[src/hw/rtl/kps_pkg.sv]
// Shared types, constants and marker tables for the particle selector.
// No dependencies; used by kps_rewrite and korean_particle_selector.
`timescale 1ns / 1ps

package kps_pkg;

  localparam int CodePointBits = 21;
  localparam int OutBits       = 21;
  localparam int OutDataBits   = 24;
  localparam int MaxResults    = 4;
  localparam int MarkerCount   = 8;
  localparam int FinalCount    = 28;

  localparam logic [15:0] OpenParen   = 16'h0028;
  localparam logic [15:0] CloseParen  = 16'h0029;
  localparam logic [15:0] HangulFirst = 16'hAC00;
  localparam logic [15:0] HangulLast  = 16'hD7A3;
  localparam logic [4:0]  FinalRieul  = 5'd8;
  // floor(2^16 / 28); quotient estimate is at most one low
  localparam logic [11:0] Reciprocal  = 12'd2340;

  localparam logic [0:MarkerCount-1][15:0] MarkerInner = '{
    16'hC774, 16'hC640, 16'hC744, 16'hC740, 16'hC544, 16'hC73C, 16'hC774, 16'hC774};
  localparam logic [0:MarkerCount-1][15:0] MarkerTail = '{
    16'hAC00, 16'hACFC, 16'hB97C, 16'hB294, 16'hC57C, 16'hB85C, 16'hC5EC, 16'hB77C};
  localparam logic [0:MarkerCount-1][15:0] MarkerWith0 = '{
    16'hC774, 16'hACFC, 16'hC744, 16'hC740, 16'hC544, 16'hC73C, 16'hC774, 16'hC774};
  localparam logic [0:MarkerCount-1][15:0] MarkerWith1 = '{
    16'h0000, 16'h0000, 16'h0000, 16'h0000, 16'h0000, 16'hB85C, 16'hC5EC, 16'hB77C};
  localparam logic [0:MarkerCount-1][15:0] MarkerNo0 = '{
    16'hAC00, 16'hC640, 16'hB97C, 16'hB294, 16'hC57C, 16'hB85C, 16'hC5EC, 16'hB77C};
  localparam logic [0:MarkerCount-1] MarkerEulRo = 8'b00000100;

  typedef struct packed {
    logic [1:0]  count;
    logic [15:0] inner;
    logic [4:0]  inner_fc;
    logic        prior_valid;
    logic [4:0]  prior_fc;
  } kps_state_t;

  typedef struct packed {
    logic [2:0]                           count;
    logic [MaxResults-1:0][OutBits-1:0]   cp;
  } kps_burst_t;

  // final-consonant index of a Hangul syllable, zero for anything else
  function automatic logic [4:0] hangul_final(input logic [31:0] cp);
    logic [13:0] off;
    logic [25:0] prod;
    logic [13:0] quo;
    logic [13:0] rem;
    if (cp < 32'(HangulFirst) || cp > 32'(HangulLast)) begin
      return 5'd0;
    end
    off  = 14'(cp[15:0] - HangulFirst);
    prod = 26'(off) * 26'(Reciprocal);
    quo  = 14'(prod[25:16]);
    rem  = off - 14'(quo * 14'(FinalCount));
    if (rem >= 14'(FinalCount)) begin
      rem = rem - 14'(FinalCount);
    end
    return rem[4:0];
  endfunction

endpackage

[src/hw/rtl/kps_rewrite.sv]
// Marker matching and particle choice for one code point.
// Combinational; depends on kps_pkg for tables, state and burst types.
`timescale 1ns / 1ps

module kps_rewrite #(
  parameter int CpBits = kps_pkg::CodePointBits
) (
  input  logic [CpBits-1:0]       cp_i,
  input  logic                    eot_i,
  input  kps_pkg::kps_state_t     state_i,
  output kps_pkg::kps_state_t     state_o,
  output kps_pkg::kps_burst_t     burst_o
);

  logic [31:0] c32;
  logic [15:0] c16;
  logic        c_narrow;
  logic [4:0]  c_fc;
  logic        c_inner;
  logic        hit;
  logic [2:0]  hit_idx;

  assign c32      = 32'(cp_i);
  assign c16      = c32[15:0];
  assign c_narrow = (c32[31:16] == 16'd0);
  assign c_fc     = kps_pkg::hangul_final(c32);

  always_comb begin
    c_inner = 1'b0;
    hit     = 1'b0;
    hit_idx = 3'd0;
    for (int i = 0; i < kps_pkg::MarkerCount; i++) begin
      if (c_narrow && c16 == kps_pkg::MarkerInner[i]) begin
        c_inner = 1'b1;
      end
      if (c_narrow && c16 == kps_pkg::MarkerTail[i] &&
          state_i.inner == kps_pkg::MarkerInner[i]) begin
        hit     = 1'b1;
        hit_idx = 3'(i);
      end
    end
  end

  always_comb begin
    logic [2:0] n;
    logic       plain;
    logic       batchim;
    logic [1:0] held;
    state_o = state_i;
    burst_o = '0;
    n       = 3'd0;
    plain   = 1'b0;
    held    = state_i.count;
    batchim = (state_i.prior_fc != 5'd0) &&
              !(kps_pkg::MarkerEulRo[hit_idx] && state_i.prior_fc == kps_pkg::FinalRieul);
    case (state_i.count)
      2'd0: begin
        plain = 1'b1;
      end
      2'd1: begin
        if (c_inner) begin
          state_o.count    = 2'd2;
          state_o.inner    = c16;
          state_o.inner_fc = c_fc;
        end else begin
          burst_o.cp[n[1:0]] = kps_pkg::OutBits'(kps_pkg::OpenParen);
          n = n + 3'd1;
          state_o.prior_fc    = 5'd0;
          state_o.prior_valid = 1'b1;
          state_o.count       = 2'd0;
          plain = 1'b1;
        end
      end
      2'd2: begin
        if (c_narrow && c16 == kps_pkg::CloseParen) begin
          state_o.count = 2'd3;
        end else begin
          burst_o.cp[n[1:0]] = kps_pkg::OutBits'(kps_pkg::OpenParen);
          n = n + 3'd1;
          burst_o.cp[n[1:0]] = kps_pkg::OutBits'(state_i.inner);
          n = n + 3'd1;
          state_o.prior_fc    = state_i.inner_fc;
          state_o.prior_valid = 1'b1;
          state_o.count       = 2'd0;
          plain = 1'b1;
        end
      end
      default: begin
        state_o.count = 2'd0;
        if (!hit || !state_i.prior_valid) begin
          burst_o.cp[n[1:0]] = kps_pkg::OutBits'(kps_pkg::OpenParen);
          n = n + 3'd1;
          burst_o.cp[n[1:0]] = kps_pkg::OutBits'(state_i.inner);
          n = n + 3'd1;
          burst_o.cp[n[1:0]] = kps_pkg::OutBits'(kps_pkg::CloseParen);
          n = n + 3'd1;
          state_o.prior_fc    = 5'd0;
          state_o.prior_valid = 1'b1;
          if (!hit) begin
            plain = 1'b1;
          end else begin
            burst_o.cp[n[1:0]] = c32[kps_pkg::OutBits-1:0];
            n = n + 3'd1;
            state_o.prior_fc = c_fc;
          end
        end else begin
          if (batchim) begin
            burst_o.cp[n[1:0]] = kps_pkg::OutBits'(kps_pkg::MarkerWith0[hit_idx]);
            n = n + 3'd1;
            if (kps_pkg::MarkerWith1[hit_idx] != 16'd0) begin
              burst_o.cp[n[1:0]] = kps_pkg::OutBits'(kps_pkg::MarkerWith1[hit_idx]);
              n = n + 3'd1;
            end
          end else begin
            burst_o.cp[n[1:0]] = kps_pkg::OutBits'(kps_pkg::MarkerNo0[hit_idx]);
            n = n + 3'd1;
          end
          state_o.prior_fc    = c_fc;
          state_o.prior_valid = 1'b1;
        end
      end
    endcase

    if (plain) begin
      if (c_narrow && c16 == kps_pkg::OpenParen) begin
        state_o.count = 2'd1;
      end else begin
        burst_o.cp[n[1:0]] = c32[kps_pkg::OutBits-1:0];
        n = n + 3'd1;
        state_o.prior_fc    = c_fc;
        state_o.prior_valid = 1'b1;
      end
    end

    // flush whatever is still held back, forget the previous character
    if (eot_i) begin
      held = state_o.count;
      if (held != 2'd0) begin
        burst_o.cp[n[1:0]] = kps_pkg::OutBits'(kps_pkg::OpenParen);
        n = n + 3'd1;
      end
      if (held >= 2'd2) begin
        burst_o.cp[n[1:0]] = kps_pkg::OutBits'(state_o.inner);
        n = n + 3'd1;
      end
      if (held == 2'd3) begin
        burst_o.cp[n[1:0]] = kps_pkg::OutBits'(kps_pkg::CloseParen);
        n = n + 3'd1;
      end
      state_o.count       = 2'd0;
      state_o.prior_fc    = 5'd0;
      state_o.prior_valid = 1'b0;
    end

    burst_o.count = n;
  end

endmodule

[src/hw/rtl/korean_particle_selector.sv]
// Top level of the particle selector: input register, state, result shifter.
// Depends on kps_pkg and kps_rewrite.
`timescale 1ns / 1ps

// Rewrites a code-point stream, replacing each "(X)Y" particle marker with
// the form that fits the preceding character. One input transaction is taken
// per cycle while each code point yields at most one output and the output is
// not stalled; a code point that yields k outputs (up to four) occupies the
// four-entry result shifter until all k are taken, and a held-back marker
// character yields none. tlast on the input marks the end of
// text; tlast on the output marks the final code point produced by one input.

module korean_particle_selector #(
  parameter int CpBits = kps_pkg::CodePointBits,
  localparam int InDataBits = ((CpBits + 7) / 8) * 8
) (
  input  logic                               clk_i,
  input  logic                               rst_ni,
  input  logic                               s_axis_tvalid_i,
  output logic                               s_axis_tready_o,
  input  logic [InDataBits-1:0]              s_axis_tdata_i,  // code_point
  input  logic                               s_axis_tlast_i,  // end_of_text
  output logic                               m_axis_tvalid_o,
  input  logic                               m_axis_tready_i,
  output logic [kps_pkg::OutDataBits-1:0]    m_axis_tdata_o,  // out_code_point
  output logic                               m_axis_tlast_o   // last_of_run
);

  logic                                in_vld_q;
  logic [CpBits-1:0]                   in_cp_q;
  logic                                in_eot_q;
  kps_pkg::kps_state_t                 st_q;
  kps_pkg::kps_state_t                 st_d;
  kps_pkg::kps_burst_t                 burst_d;
  logic [2:0]                          cnt_q;
  logic [kps_pkg::MaxResults-1:0][kps_pkg::OutBits-1:0] res_q;
  logic                                res_free;
  logic                                move;
  logic                                take;

  assign take     = m_axis_tvalid_o && m_axis_tready_i;
  assign res_free = (cnt_q == 3'd0) || (cnt_q == 3'd1 && m_axis_tready_i);
  assign move     = in_vld_q && res_free;

  assign s_axis_tready_o = !in_vld_q || move;
  assign m_axis_tvalid_o = (cnt_q != 3'd0);
  assign m_axis_tlast_o  = (cnt_q == 3'd1);
  assign m_axis_tdata_o  = kps_pkg::OutDataBits'(res_q[0]);

  kps_rewrite #(
    .CpBits(CpBits)
  ) u_rewrite (
    .cp_i   (in_cp_q),
    .eot_i  (in_eot_q),
    .state_i(st_q),
    .state_o(st_d),
    .burst_o(burst_d)
  );

  always_ff @(posedge clk_i or negedge rst_ni) begin
    if (!rst_ni) begin
      in_vld_q <= 1'b0;
      cnt_q    <= 3'd0;
      st_q     <= '0;
    end else begin
      if (s_axis_tready_o) begin
        in_vld_q <= s_axis_tvalid_i;
      end
      if (move) begin
        st_q  <= st_d;
        cnt_q <= burst_d.count;
      end else if (take) begin
        cnt_q <= cnt_q - 3'd1;
      end
    end
  end

  always_ff @(posedge clk_i) begin
    if (s_axis_tready_o && s_axis_tvalid_i) begin
      in_cp_q  <= s_axis_tdata_i[CpBits-1:0];
      in_eot_q <= s_axis_tlast_i;
    end
    if (move) begin
      res_q <= burst_d.cp;
    end else if (take) begin
      for (int i = 0; i < kps_pkg::MaxResults - 1; i++) begin
        res_q[i] <= res_q[i+1];
      end
    end
  end

  a_cnt_bound: assert property (@(posedge clk_i) disable iff (!rst_ni)
    cnt_q <= 3'(kps_pkg::MaxResults))
    else $error("result count beyond shifter depth");

  a_hold_input: assert property (@(posedge clk_i) disable iff (!rst_ni)
    in_vld_q && !res_free |=> in_vld_q && $stable(in_cp_q) && $stable(in_eot_q))
    else $error("held input transaction lost or changed");

  a_eot_clears: assert property (@(posedge clk_i) disable iff (!rst_ni)
    move && in_eot_q |=> st_q.count == 2'd0 && !st_q.prior_valid)
    else $error("end of text left state behind");

  a_state_hold: assert property (@(posedge clk_i) disable iff (!rst_ni)
    !move |=> $stable(st_q))
    else $error("state changed without a transaction");

endmodule

[config.mk]
export PLATFORM = sky130hd
export DESIGN_NAME = korean_particle_selector
export DESIGN_NICKNAME = d
export VERILOG_FILES = /design/src/hw/rtl/kps_pkg.sv /design/src/hw/rtl/kps_rewrite.sv /design/src/hw/rtl/korean_particle_selector.sv
export SDC_FILE = /design/constraint.sdc
export NUM_CORES = 1
export LEC_CHECK = 0
export CAP_MARGIN = 30
export CELL_PAD_IN_SITES_DETAIL_PLACEMENT = 1
export CELL_PAD_IN_SITES_GLOBAL_PLACEMENT = 1
export CORE_MARGIN = 4
export CORE_UTILIZATION = 55
export DETAILED_ROUTE_END_ITERATION = 8
export DONT_BUFFER_PORTS = 1
export PLACE_DENSITY = 0.95
export SLEW_MARGIN = 20
export SYNTH_ARGS = -nofsm -noshare
export SYNTH_HDL_FRONTEND = slang
export SYNTH_SLANG_ARGS = --single-unit
[constraint.sdc]
create_clock -name clk_i -period 21 [get_ports clk_i]
set_input_delay 4.2 -clock clk_i [delete_from_list [all_inputs] [get_ports clk_i]]
set_output_delay 4.2 -clock clk_i [all_outputs]
set_load 0.01 [all_outputs]
==> results of run 1 <==
-- per-stage QoR --
| step | area, um2 | utilization (%) | instances |
|---|---|---|---|
| after CTS | 12400 | 59.0 | 1534 |
| after detailed placement | 11800 | 56.2 | 1502 |
| after global routing | 12400 | 59.1 | 1536 |
| after global placement | 11800 | 56.2 | 1500 |
| after floorplan | 11800 | - | 1294 |
| final | 12400 | 59.1 | 1536 |
-- metal layers --
metal  wire length (um)  share of wire [%]  global-route usage, %
met5                  0                  0                      0
met4               3480                7.7                   23.0
met3               4880                 11                   9.68
met2              20300                 45                   58.9
met1              16400                 36                   44.5
-- registers in the layout (all words and copies together), names as in the netlist --
| signal | count |
|---|---|
| res_q | 63 |
| in_eot_q | 1 |
| in_cp_q | 21 |
| st_q | 29 |
| cnt_q | 3 |
| in_vld_q | 1 |
| m_axis_tdata_o | 21 |
-- path summary, 6_finish.rpt --
kind / startpoint / end / slack [ns] / cells past startpoint
max in group asynchronous: rst_ni / st_q[6] / 17.43 / 0
min in group asynchronous: rst_ni / st_q[16] / 3.44 / 0
hold reg to reg: st_q[10] / st_q[10] / 0.52 / 1
setup / recovery: in_cp_q[10] / m_axis_tdata_o[13] / 10.70 / 32
setup reg to reg: in_cp_q[10] / m_axis_tdata_o[13] / 10.70 / 32
hold / removal: st_q[10] / st_q[10] / 0.52 / 1
-- cell usage after synthesis (23+ instances only) --
cell type	count	area, um2
ha_1	115	1440
and2_1	24	150
clkbuf_1	43	161
nor3_1	24	120
nand2_1	118	443
a21o_1	29	218
a21oi_1	85	425
nor2_1	95	357
o21ai_0	86	430
xnor2_1	23	201
nand3_1	32	160
inv_1	85	319
edfxtp_1	106	3180
buf_4	26	195
dfrtp_1	33	826
-- placed cells by master (no fill, tap or decap), drive strengths merged, types with 13 or more instances in the layout --
cell type	count
a22o	18
buf	22
a211oi	16
o21ai	102
nor3	24
dfrtp	33
a21o	29
clkbuf	18
nand3	33
nand4	14
edfxtp	106
nand2	119
a21oi	86
ha	115
xor2	15
nor4	15
nor2	96
xnor2	23
a31oi	13
and2	24
nand2b	21
fa	18
inv	95
-- cell type report --
cell class                 count  area share, %
clock buffer                  18           3.45
clock inverter                14           1.22
timing repair buffer          22           1.35
sequential                   139           32.3
inverter                      87           2.63
multi-input combinational    981           56.3
tap                          275           2.77
-- cell families after synthesis --
| kind of cell | synth area share (%) |
|---|---|
| AND/OR/NAND/NOR | 18.6 |
| AO/OA/AOI/OAI | 21.0 |
| buffers and inverters | 6.64 |
| flip-flops | 34.1 |
| adder cells (fa/ha/maj) | 15.3 |
| XOR/XNOR | 2.83 |
| multiplexers | 1.58 |
| other | 0.0319 |
==> results by group, run 1 <==
Critical path
  – Worst Path Max Fanout: 11
  – Worst Path Buf+Inv: 5
  – Delay-heaviest family, CP: compound AO/OA/AOI/OAI gates
  – Slowest stage delay, CP: 0.72 ns
  – Worst setup path category: reg2reg
  – Req. time, crit path: 21.29 ns
  – CP max stage cell: a21oi_1
  – Most used cell, CP: ha_1
  – Startpoint Class: flop
  – Element type at the critical path end: flop
  – Critical Path AT: between 10 and 15 ns

Synthesis
  – Synth Area per Inst: 9.11 um2
  – Seq/Total Area, Yosys: 34.1%
  – Post-synth EDFFs: 106
  – Cells after synthesis: 1,292
  – Synth Flop Type: edfxtp_1
  – Netlist cell types: 92
  – Synthesized flop and latch total: 139
  – Mapped cell area: between 0.01 and 0.015 mm2
  – Ys Warns: 0
  – Async S/R FF share, synth: 23.7%

Timing
  – Final setup TNS: 0 ns
  – Actual slew at the worst max-slew pin: between 1 and 1.5 ns
  – Fin Hold WS: between 0.5 and 0.6 ns
  – Fin crit period: 10.30 ns
  – Final Hold Violating Endpoints: 0
  – Final period util: 49.1%
  – Worst slew margin: about 29%
  – RSZ-0062 raised after global routing: false
  – Clk_skew: around 0.014 ns
  – Setup WS post-layout: roughly 11 ns
  – Final setup vio count: 0
  – Final Max Slew Viols: 0
  – Maximum clock rate: 0.0971 GHz

GRT
  – Initial antenna violation count: 0
  – Pin count of the biggest net entering global routing: between 70 and 80
  – Vias in the first global route: 11,900
  – GRT Resource Usage Total: 36.9%
  – Total global routing overflow: 0
  – First-pass GRT wire length: 68,500 um

Detailed routing
  – DRT Pass-1 Iters: 7
  – Routed WL per cell: 29.3 um
  – # DRC: 0
  – Via count: 11,300
  – Final ANT Viol Nets: 0
  – DR iter-0 viols: between 1,500 and 2,000
  – Via-to-Cell Ratio: 7.35
  – WL final: 45,000 um

Cells and area
  – Fraction of layout cells with a size suffix above 1: 7.22%
  – Synthesis-to-finish area growth: 5.53%
  – Area occupied by multi-input gates: 0.00699 mm2
  – FILL cells: 2,344
  – Antenna Cells: 0
  – NumNets Final: 1,410
  – Seq. cell area: 0.00401 mm2

Floorplanning
  – Die height: 154 um
  – IO Count: 56
  – Starting density of the core: 56.0%
  – Die Area: 0.0238 mm2
  – Num rows: 53
  – Floorplan core area: 0.0210 mm2
  – Width of the die: 154 um

CTS
  – CTS HTree Levels: 4
  – CTS Buf Count: 17
  – Clock Path Buffers: 2
  – CTS clock-pin slew for the worst setup and hold paths: 0.07 ns
  – Cts hold-fix bufs: 0
  – Clk Latency, worst-skew pair: 0.45 ns
  – Resized Gates After CTS: 0
  – Clk root buf: clkbuf_16
  – CTS tree: yes
  – Setup Fix Bufs, Post-CTS: 0
  – CTS Sinks: 139

Hold path
  – Path category of the worst min-delay check: reg2reg

Placed design
  – IO Port Bufs: 0
  – Dpl ws: between 10 and 15 ns
  – Routability cong.: approximately 0.95
  – HPWL Detailed: just under 30,000 um

Run
  – Max-Cap Viols: 0

Outcome
  – Status: finished, final reports clean
Power of run 1 is not shown: default switching activity piles up to over one toggle a cycle in this logic, so the estimate is an artifact.
==> run 2: changes to the inputs <==
CORE_UTILIZATION = 51   (was 55)
PLACE_DENSITY = 0.91   (was 0.95)
clock period = 10.3 ns   (was 21 ns; I/O delays follow)
==> run 2 against run 1 <==
Via count down 5.5%; clock skew fell by 0.0025 ns; cell area grew 0.28%; die area rose by 7.4%; sequential cell count did not move; highest routed layer unchanged.
==> results by group, run 2 (same netlist as run 1, synthesis figures left out) <==
Outcome
  – Status: finished, final reports clean

CTS
  – CTS Buf Count: 17 (unchanged)
  – Clk Latency, worst-skew pair: 0.45 ns (about the same)
  – CTS clock-pin slew for the worst setup and hold paths: 0.07 ns (about the same)
  – CTS Sinks: 139 (unchanged)
  – CTS tree: yes
  – Clk root buf: clkbuf_16
  – CTS HTree Levels: 4 (unchanged)
  – Setup Fix Bufs, Post-CTS: 0 (unchanged)
  – Resized Gates After CTS: 0 (unchanged)
  – Clock Path Buffers: 2 (unchanged)
  – Cts hold-fix bufs: 0 (unchanged)

Cells and area
  – Number of flip-flops in the largest register: 63 (unchanged)
  – Antenna Cells: 0 (unchanged)
  – Fraction of layout cells with a size suffix above 1: 7.22% (unchanged)
  – Largest regs: res_q: 63 flops, st_q: 29 flops
  – Largest Register: res_q
  – Area occupied by multi-input gates: 0.00699 mm2 (about the same)
  – Most common cell after layout, fill and taps aside: nand2_1
  – Synthesis-to-finish area growth: 5.82%
  – Seq. cell area: 0.00401 mm2 (unchanged)
  – FILL cells: 2,563 (+9.3%)
  – NumNets Final: 1,410 (unchanged)
  – Most frequent cells in the layout: nand2_1, ha_1, edfxtp_1
  – Post-layout util: 55.0% (-4.1 points)

Critical path
  – Element type at the critical path end: flop
  – CP max stage cell: edfxtp_1
  – Worst setup path category: reg2reg
  – Startpoint Class: flop
  – R2R depth: 33 (+3.1%)
  – Reg2reg setup slack: 0.90 ns (-9.80 ns)
  – Slowest stage delay, CP: 1.00 ns (+0.28 ns)
  – Req. time, crit path: 10.67 ns (-10.62 ns)
  – Worst Path Max Fanout: 17 (+6)
  – Critical Path AT: 9.77 ns (-0.82 ns)
  – Most used cell, CP: ha_1
  – R2R Path Start: in_cp_q[3]
  – RR Endpoint: st_q[3]

Detailed routing
  – # DRC: 0 (unchanged)
  – Final ANT Viol Nets: 0 (unchanged)
  – Via-to-Cell Ratio: 6.90 (-6.1%)
  – DRT Pass-1 Iters: 5 (-2)
  – Via count: 10,700 (-5.5%)
  – DR iter-0 viols: 1,068 (-35%)
  – Routed WL per cell: 25.8 um (-12%)
  – WL final: 39,900 um (-11%)

Hold path
  – Hold endpoint: st_q[7]
  – Hold path depth: 1 (unchanged)
  – Path category of the worst min-delay check: reg2reg
  – Hold_sp: st_q[7]

Timing
  – Actual slew at the worst max-slew pin: 0.989 ns (-0.0718 ns)
  – RSZ-0062 raised after global routing: false
  – Maximum clock rate: 0.106 GHz (+9.5%)
  – Final Max Slew Viols: 0 (unchanged)
  – Final Hold Violating Endpoints: 0 (unchanged)
  – Final setup TNS: 0 ns (unchanged)
  – Setup WS post-layout: 0.897 ns (-9.80 ns)
  – Clk_skew: 0.0114 ns (-0.00250 ns)
  – Worst slew margin: 34.1% (+5.4 points)
  – Final period util: 91.3% (+42 points)
  – Final setup vio count: 0 (unchanged)
  – Fin crit period: 9.40 ns (-0.897 ns)

GRT
  – First-pass GRT wire length: 63,200 um (-7.6%)
  – Pin count of the biggest net entering global routing: 78 (-1.3%)
  – GRT Resource Usage Total: 31.0% (-5.9 points)
  – Initial antenna violation count: 0 (unchanged)
  – Vias in the first global route: 11,100 (-6.8%)
  – Total global routing overflow: 0 (unchanged)

Floorplanning
  – IO Count: 56 (unchanged)
  – Floorplan core area: 0.0226 mm2 (+7.7%)
  – Num rows: 55 (+3.8%)
  – Die height: 160 um (+3.6%)
  – Die Area: 0.0256 mm2 (+7.4%)
  – Starting density of the core: 52.0% (-4.0 points)
  – Width of the die: 160 um (+3.6%)

Placed design
  – Dpl ws: 1.13 ns (-10.22 ns)
  – Routability cong.: 0.960 (+1.0%)
  – HPWL Detailed: 27,900 um (-5.0%)
  – IO Port Bufs: 0 (unchanged)

Run
  – Max-Cap Viols: 0 (unchanged)
[run 2: cell type report]
| class | instances | share of cell area (%) |
|---|---|---|
| inverter | 87 | 2.62 |
| timing repair buffer | 22 | 1.43 |
| clock inverter | 13 | 1.24 |
| tap | 285 | 2.86 |
| clock buffer | 19 | 3.56 |
| multi-input combinational | 981 | 56.1 |
| sequential | 139 | 32.2 |
[run 2: worst max-delay path, delay by kind of cell, from the launching register on]
kind | cells | cell delay [ns]
AO/OA/AOI/OAI | 12 | 2.41
multiplexers | 1 | 0.38
XOR/XNOR | 4 | 1.09
AND/OR/NAND/NOR | 6 | 1.52
adder cells (fa/ha/maj) | 8 | 2.80
flip-flops | 1 | 1.00
buffers and inverters | 2 | 0.11
[run 2: metrics by stage]
stage	instance area, um2	instances	hold slack, ns
floorplan	11800	1294	0.454
global placement	11800	1511	0.475
detailed placement	11800	1512	0.480
CTS	12400	1544	0.496
global route	12500	1546	0.503
finish	12500	1546	0.498
[run 2: layer usage]
layer | vias up | global-route usage (%) | routed length (um)
met4 | 0 | 15.2 | 1860
met5 | - | 0 | 0
met2 | 563 | 50.6 | 18800
met3 | 151 | 5.63 | 3120
li1 | 4652 | - | -
met1 | 5299 | 39.8 | 16100
[run 2: worst max-delay path by stage]
| stage | slack, ns | cells after the start | startpoint | to |
|---|---|---|---|---|
| after floorplan | 2.44 | 34 | in_cp_q[10] | st_q[3] |
| after global placement | 1.55 | 34 | in_cp_q[10] | st_q[3] |
| after detailed placement | 1.13 | 34 | in_cp_q[10] | st_q[3] |
| after CTS | 0.93 | 34 | in_cp_q[10] | st_q[3] |
| after global routing | 0.24 | 34 | in_cp_q[10] | st_q[3] |
| final | 0.90 | 33 | in_cp_q[3] | st_q[3] |
Power of run 2 is left out for the same reason.
==> run 3: changes to the inputs <==
CTS_BUF_LIST = sky130_fd_sc_hd__clkbuf_16   (was not set)
==> run 3 against run 2 <==
Clock skew about the same; core utilization about the same; cell count is the same; critical path type unchanged; critical endpoint unchanged.
==> results by group, run 3 (same netlist as run 1, synthesis figures left out) <==
Detailed routing
  – # DRC: 0 (unchanged)
  – Final ANT Viol Nets: 0 (unchanged)
  – Routed WL per cell: 25.8 um (-0.15%)
  – Via-to-Cell Ratio: 6.88 (-0.33%)
  – DRT Pass-1 Iters: 5 (unchanged)
  – WL final: 39,900 um (-0.15%)
  – DR iter-0 viols: 1,073 (+0.47%)
  – Via count: 10,600 (-0.33%)

Hold path
  – Path category of the worst min-delay check: reg2reg

Floorplanning
  – IO Count: 56 (unchanged)
  – Die height: 160 um (unchanged)
  – Num rows: 55 (unchanged)
  – Floorplan core area: 0.0226 mm2 (unchanged)
  – Die Area: 0.0256 mm2 (unchanged)
  – Width of the die: 160 um (unchanged)
  – Starting density of the core: 52.0% (unchanged)

Timing
  – RSZ-0062 raised after global routing: false
  – Worst slew margin: 33.9% (-0.12 points)
  – Final setup vio count: 0 (unchanged)
  – Final Max Slew Viols: 0 (unchanged)
  – Fin crit period: 9.40 ns (-0.00192 ns)
  – Final setup TNS: 0 ns (unchanged)
  – Final Hold Violating Endpoints: 0 (unchanged)
  – Final period util: 91.3% (about the same)
  – Maximum clock rate: 0.106 GHz (about the same)
  – Actual slew at the worst max-slew pin: 0.991 ns (+0.00187 ns)
  – Clk_skew: 0.0113 ns (-0.0000695 ns)
  – Setup WS post-layout: 0.899 ns (+0.00192 ns)

CTS
  – CTS clock-pin slew for the worst setup and hold paths: 0.07 ns (about the same)
  – CTS Buf Count: 17 (unchanged)
  – Clk root buf: clkbuf_16
  – Clk Latency, worst-skew pair: 0.45 ns (about the same)
  – Resized Gates After CTS: 0 (unchanged)
  – CTS HTree Levels: 4 (unchanged)
  – Cts hold-fix bufs: 0 (unchanged)
  – CTS tree: yes
  – Clock Path Buffers: 2 (unchanged)
  – CTS Sinks: 139 (unchanged)
  – Setup Fix Bufs, Post-CTS: 0 (unchanged)

Critical path
  – Critical Path AT: 9.77 ns (about the same)
  – Element type at the critical path end: flop
  – CP max stage cell: edfxtp_1
  – Req. time, crit path: 10.67 ns (about the same)
  – Most used cell, CP: ha_1
  – Worst Path Max Fanout: 17 (unchanged)
  – Startpoint Class: flop
  – Worst setup path category: reg2reg
  – Slowest stage delay, CP: 1.00 ns (about the same)

Run
  – Max-Cap Viols: 0 (unchanged)

GRT
  – Total global routing overflow: 0 (unchanged)
  – Vias in the first global route: 11,100 (unchanged)
  – Initial antenna violation count: 0 (unchanged)
  – Pin count of the biggest net entering global routing: 78 (unchanged)
  – First-pass GRT wire length: 63,200 um (unchanged)
  – GRT Resource Usage Total: 31.0% (unchanged)

Placed design
  – IO Port Bufs: 0 (unchanged)
  – Dpl ws: 1.13 ns (unchanged)
  – HPWL Detailed: 27,900 um (unchanged)
  – Routability cong.: 0.960 (unchanged)

Cells and area
  – Most common cell after layout, fill and taps aside: nand2_1
  – Largest regs: res_q: 63 flops, st_q: 29 flops
  – NumNets Final: 1,410 (unchanged)
  – FILL cells: 2,564 (+0.039%)
  – Fraction of layout cells with a size suffix above 1: 7.14% (-0.079 points)
  – Largest Register: res_q
  – Synthesis-to-finish area growth: 5.74% (about the same)
  – Antenna Cells: 0 (unchanged)
  – Most frequent cells in the layout: nand2_1, ha_1, edfxtp_1
  – Number of flip-flops in the largest register: 63 (unchanged)

Outcome
  – Status: finished, final reports clean
## run 3: cell count changes in the layout (fill, tap and decap cells not counted)
cell and delta:
clkbuf_1 -1, clkbuf_8 -1, clkinv_1 +1, inv_1 +1
## run 3: through the flow
stage / std cells / hold slack (ns) / instance area, um2 / util, %
after floorplan: 1294 / 0.454 / 11800 / -
after global placement: 1511 / 0.475 / 11800 / 52.2
after detailed placement: 1512 / 0.480 / 11800 / 52.3
after CTS: 1544 / 0.496 / 12400 / 54.9
after global routing: 1546 / 0.503 / 12400 / 55.0
final: 1546 / 0.498 / 12400 / 55.0
## run 3: cell type report
type	instances	area (um2)	share of cell area [%]
clock buffers	17	425	3.42
flip-flops and latches	139	4010	32.2
repair buffers	22	178	1.43
clock inverters	15	161	1.30
multi-input cells	981	6990	56.2
inverters	87	327	2.62
well taps	285	357	2.86
## run 3: final timing paths
check / startpoint / cells after the start / end / slack, ns
min in group asynchronous: rst_ni / 0 / in_vld_q / 1.30
max in group asynchronous: rst_ni / 0 / st_q[17] / 8.91
setup / recovery: in_cp_q[3] / 33 / st_q[3] / 0.90
hold / removal: st_q[7] / 1 / st_q[7] / 0.50
hold reg to reg: st_q[7] / 1 / st_q[7] / 0.50
setup reg to reg: in_cp_q[3] / 33 / st_q[3] / 0.90
## run 3: per-layer routing
metal | global-route usage [%] | vias to the layer above | part of all wire (%)
met5 | 0 | - | 0
met4 | 15.2 | 0 | 4.9
met3 | 5.63 | 160 | 7.7
met2 | 50.6 | 542 | 47
met1 | 39.8 | 5275 | 41
li1 | - | 4653 | -
## run 3: worst max-delay path: cells and delay by family, from the launching register on
family	cells	cell delay, ns
and+or+nand+nor	6	1.52
muxes	1	0.38
DFF	1	1.00
adders and majority gates	8	2.79
buffers and inverters	2	0.11
xor gates and xnor gates	4	1.09
AOI/OAI and AO/OA	12	2.41
Power of run 3 is left out for the same reason.
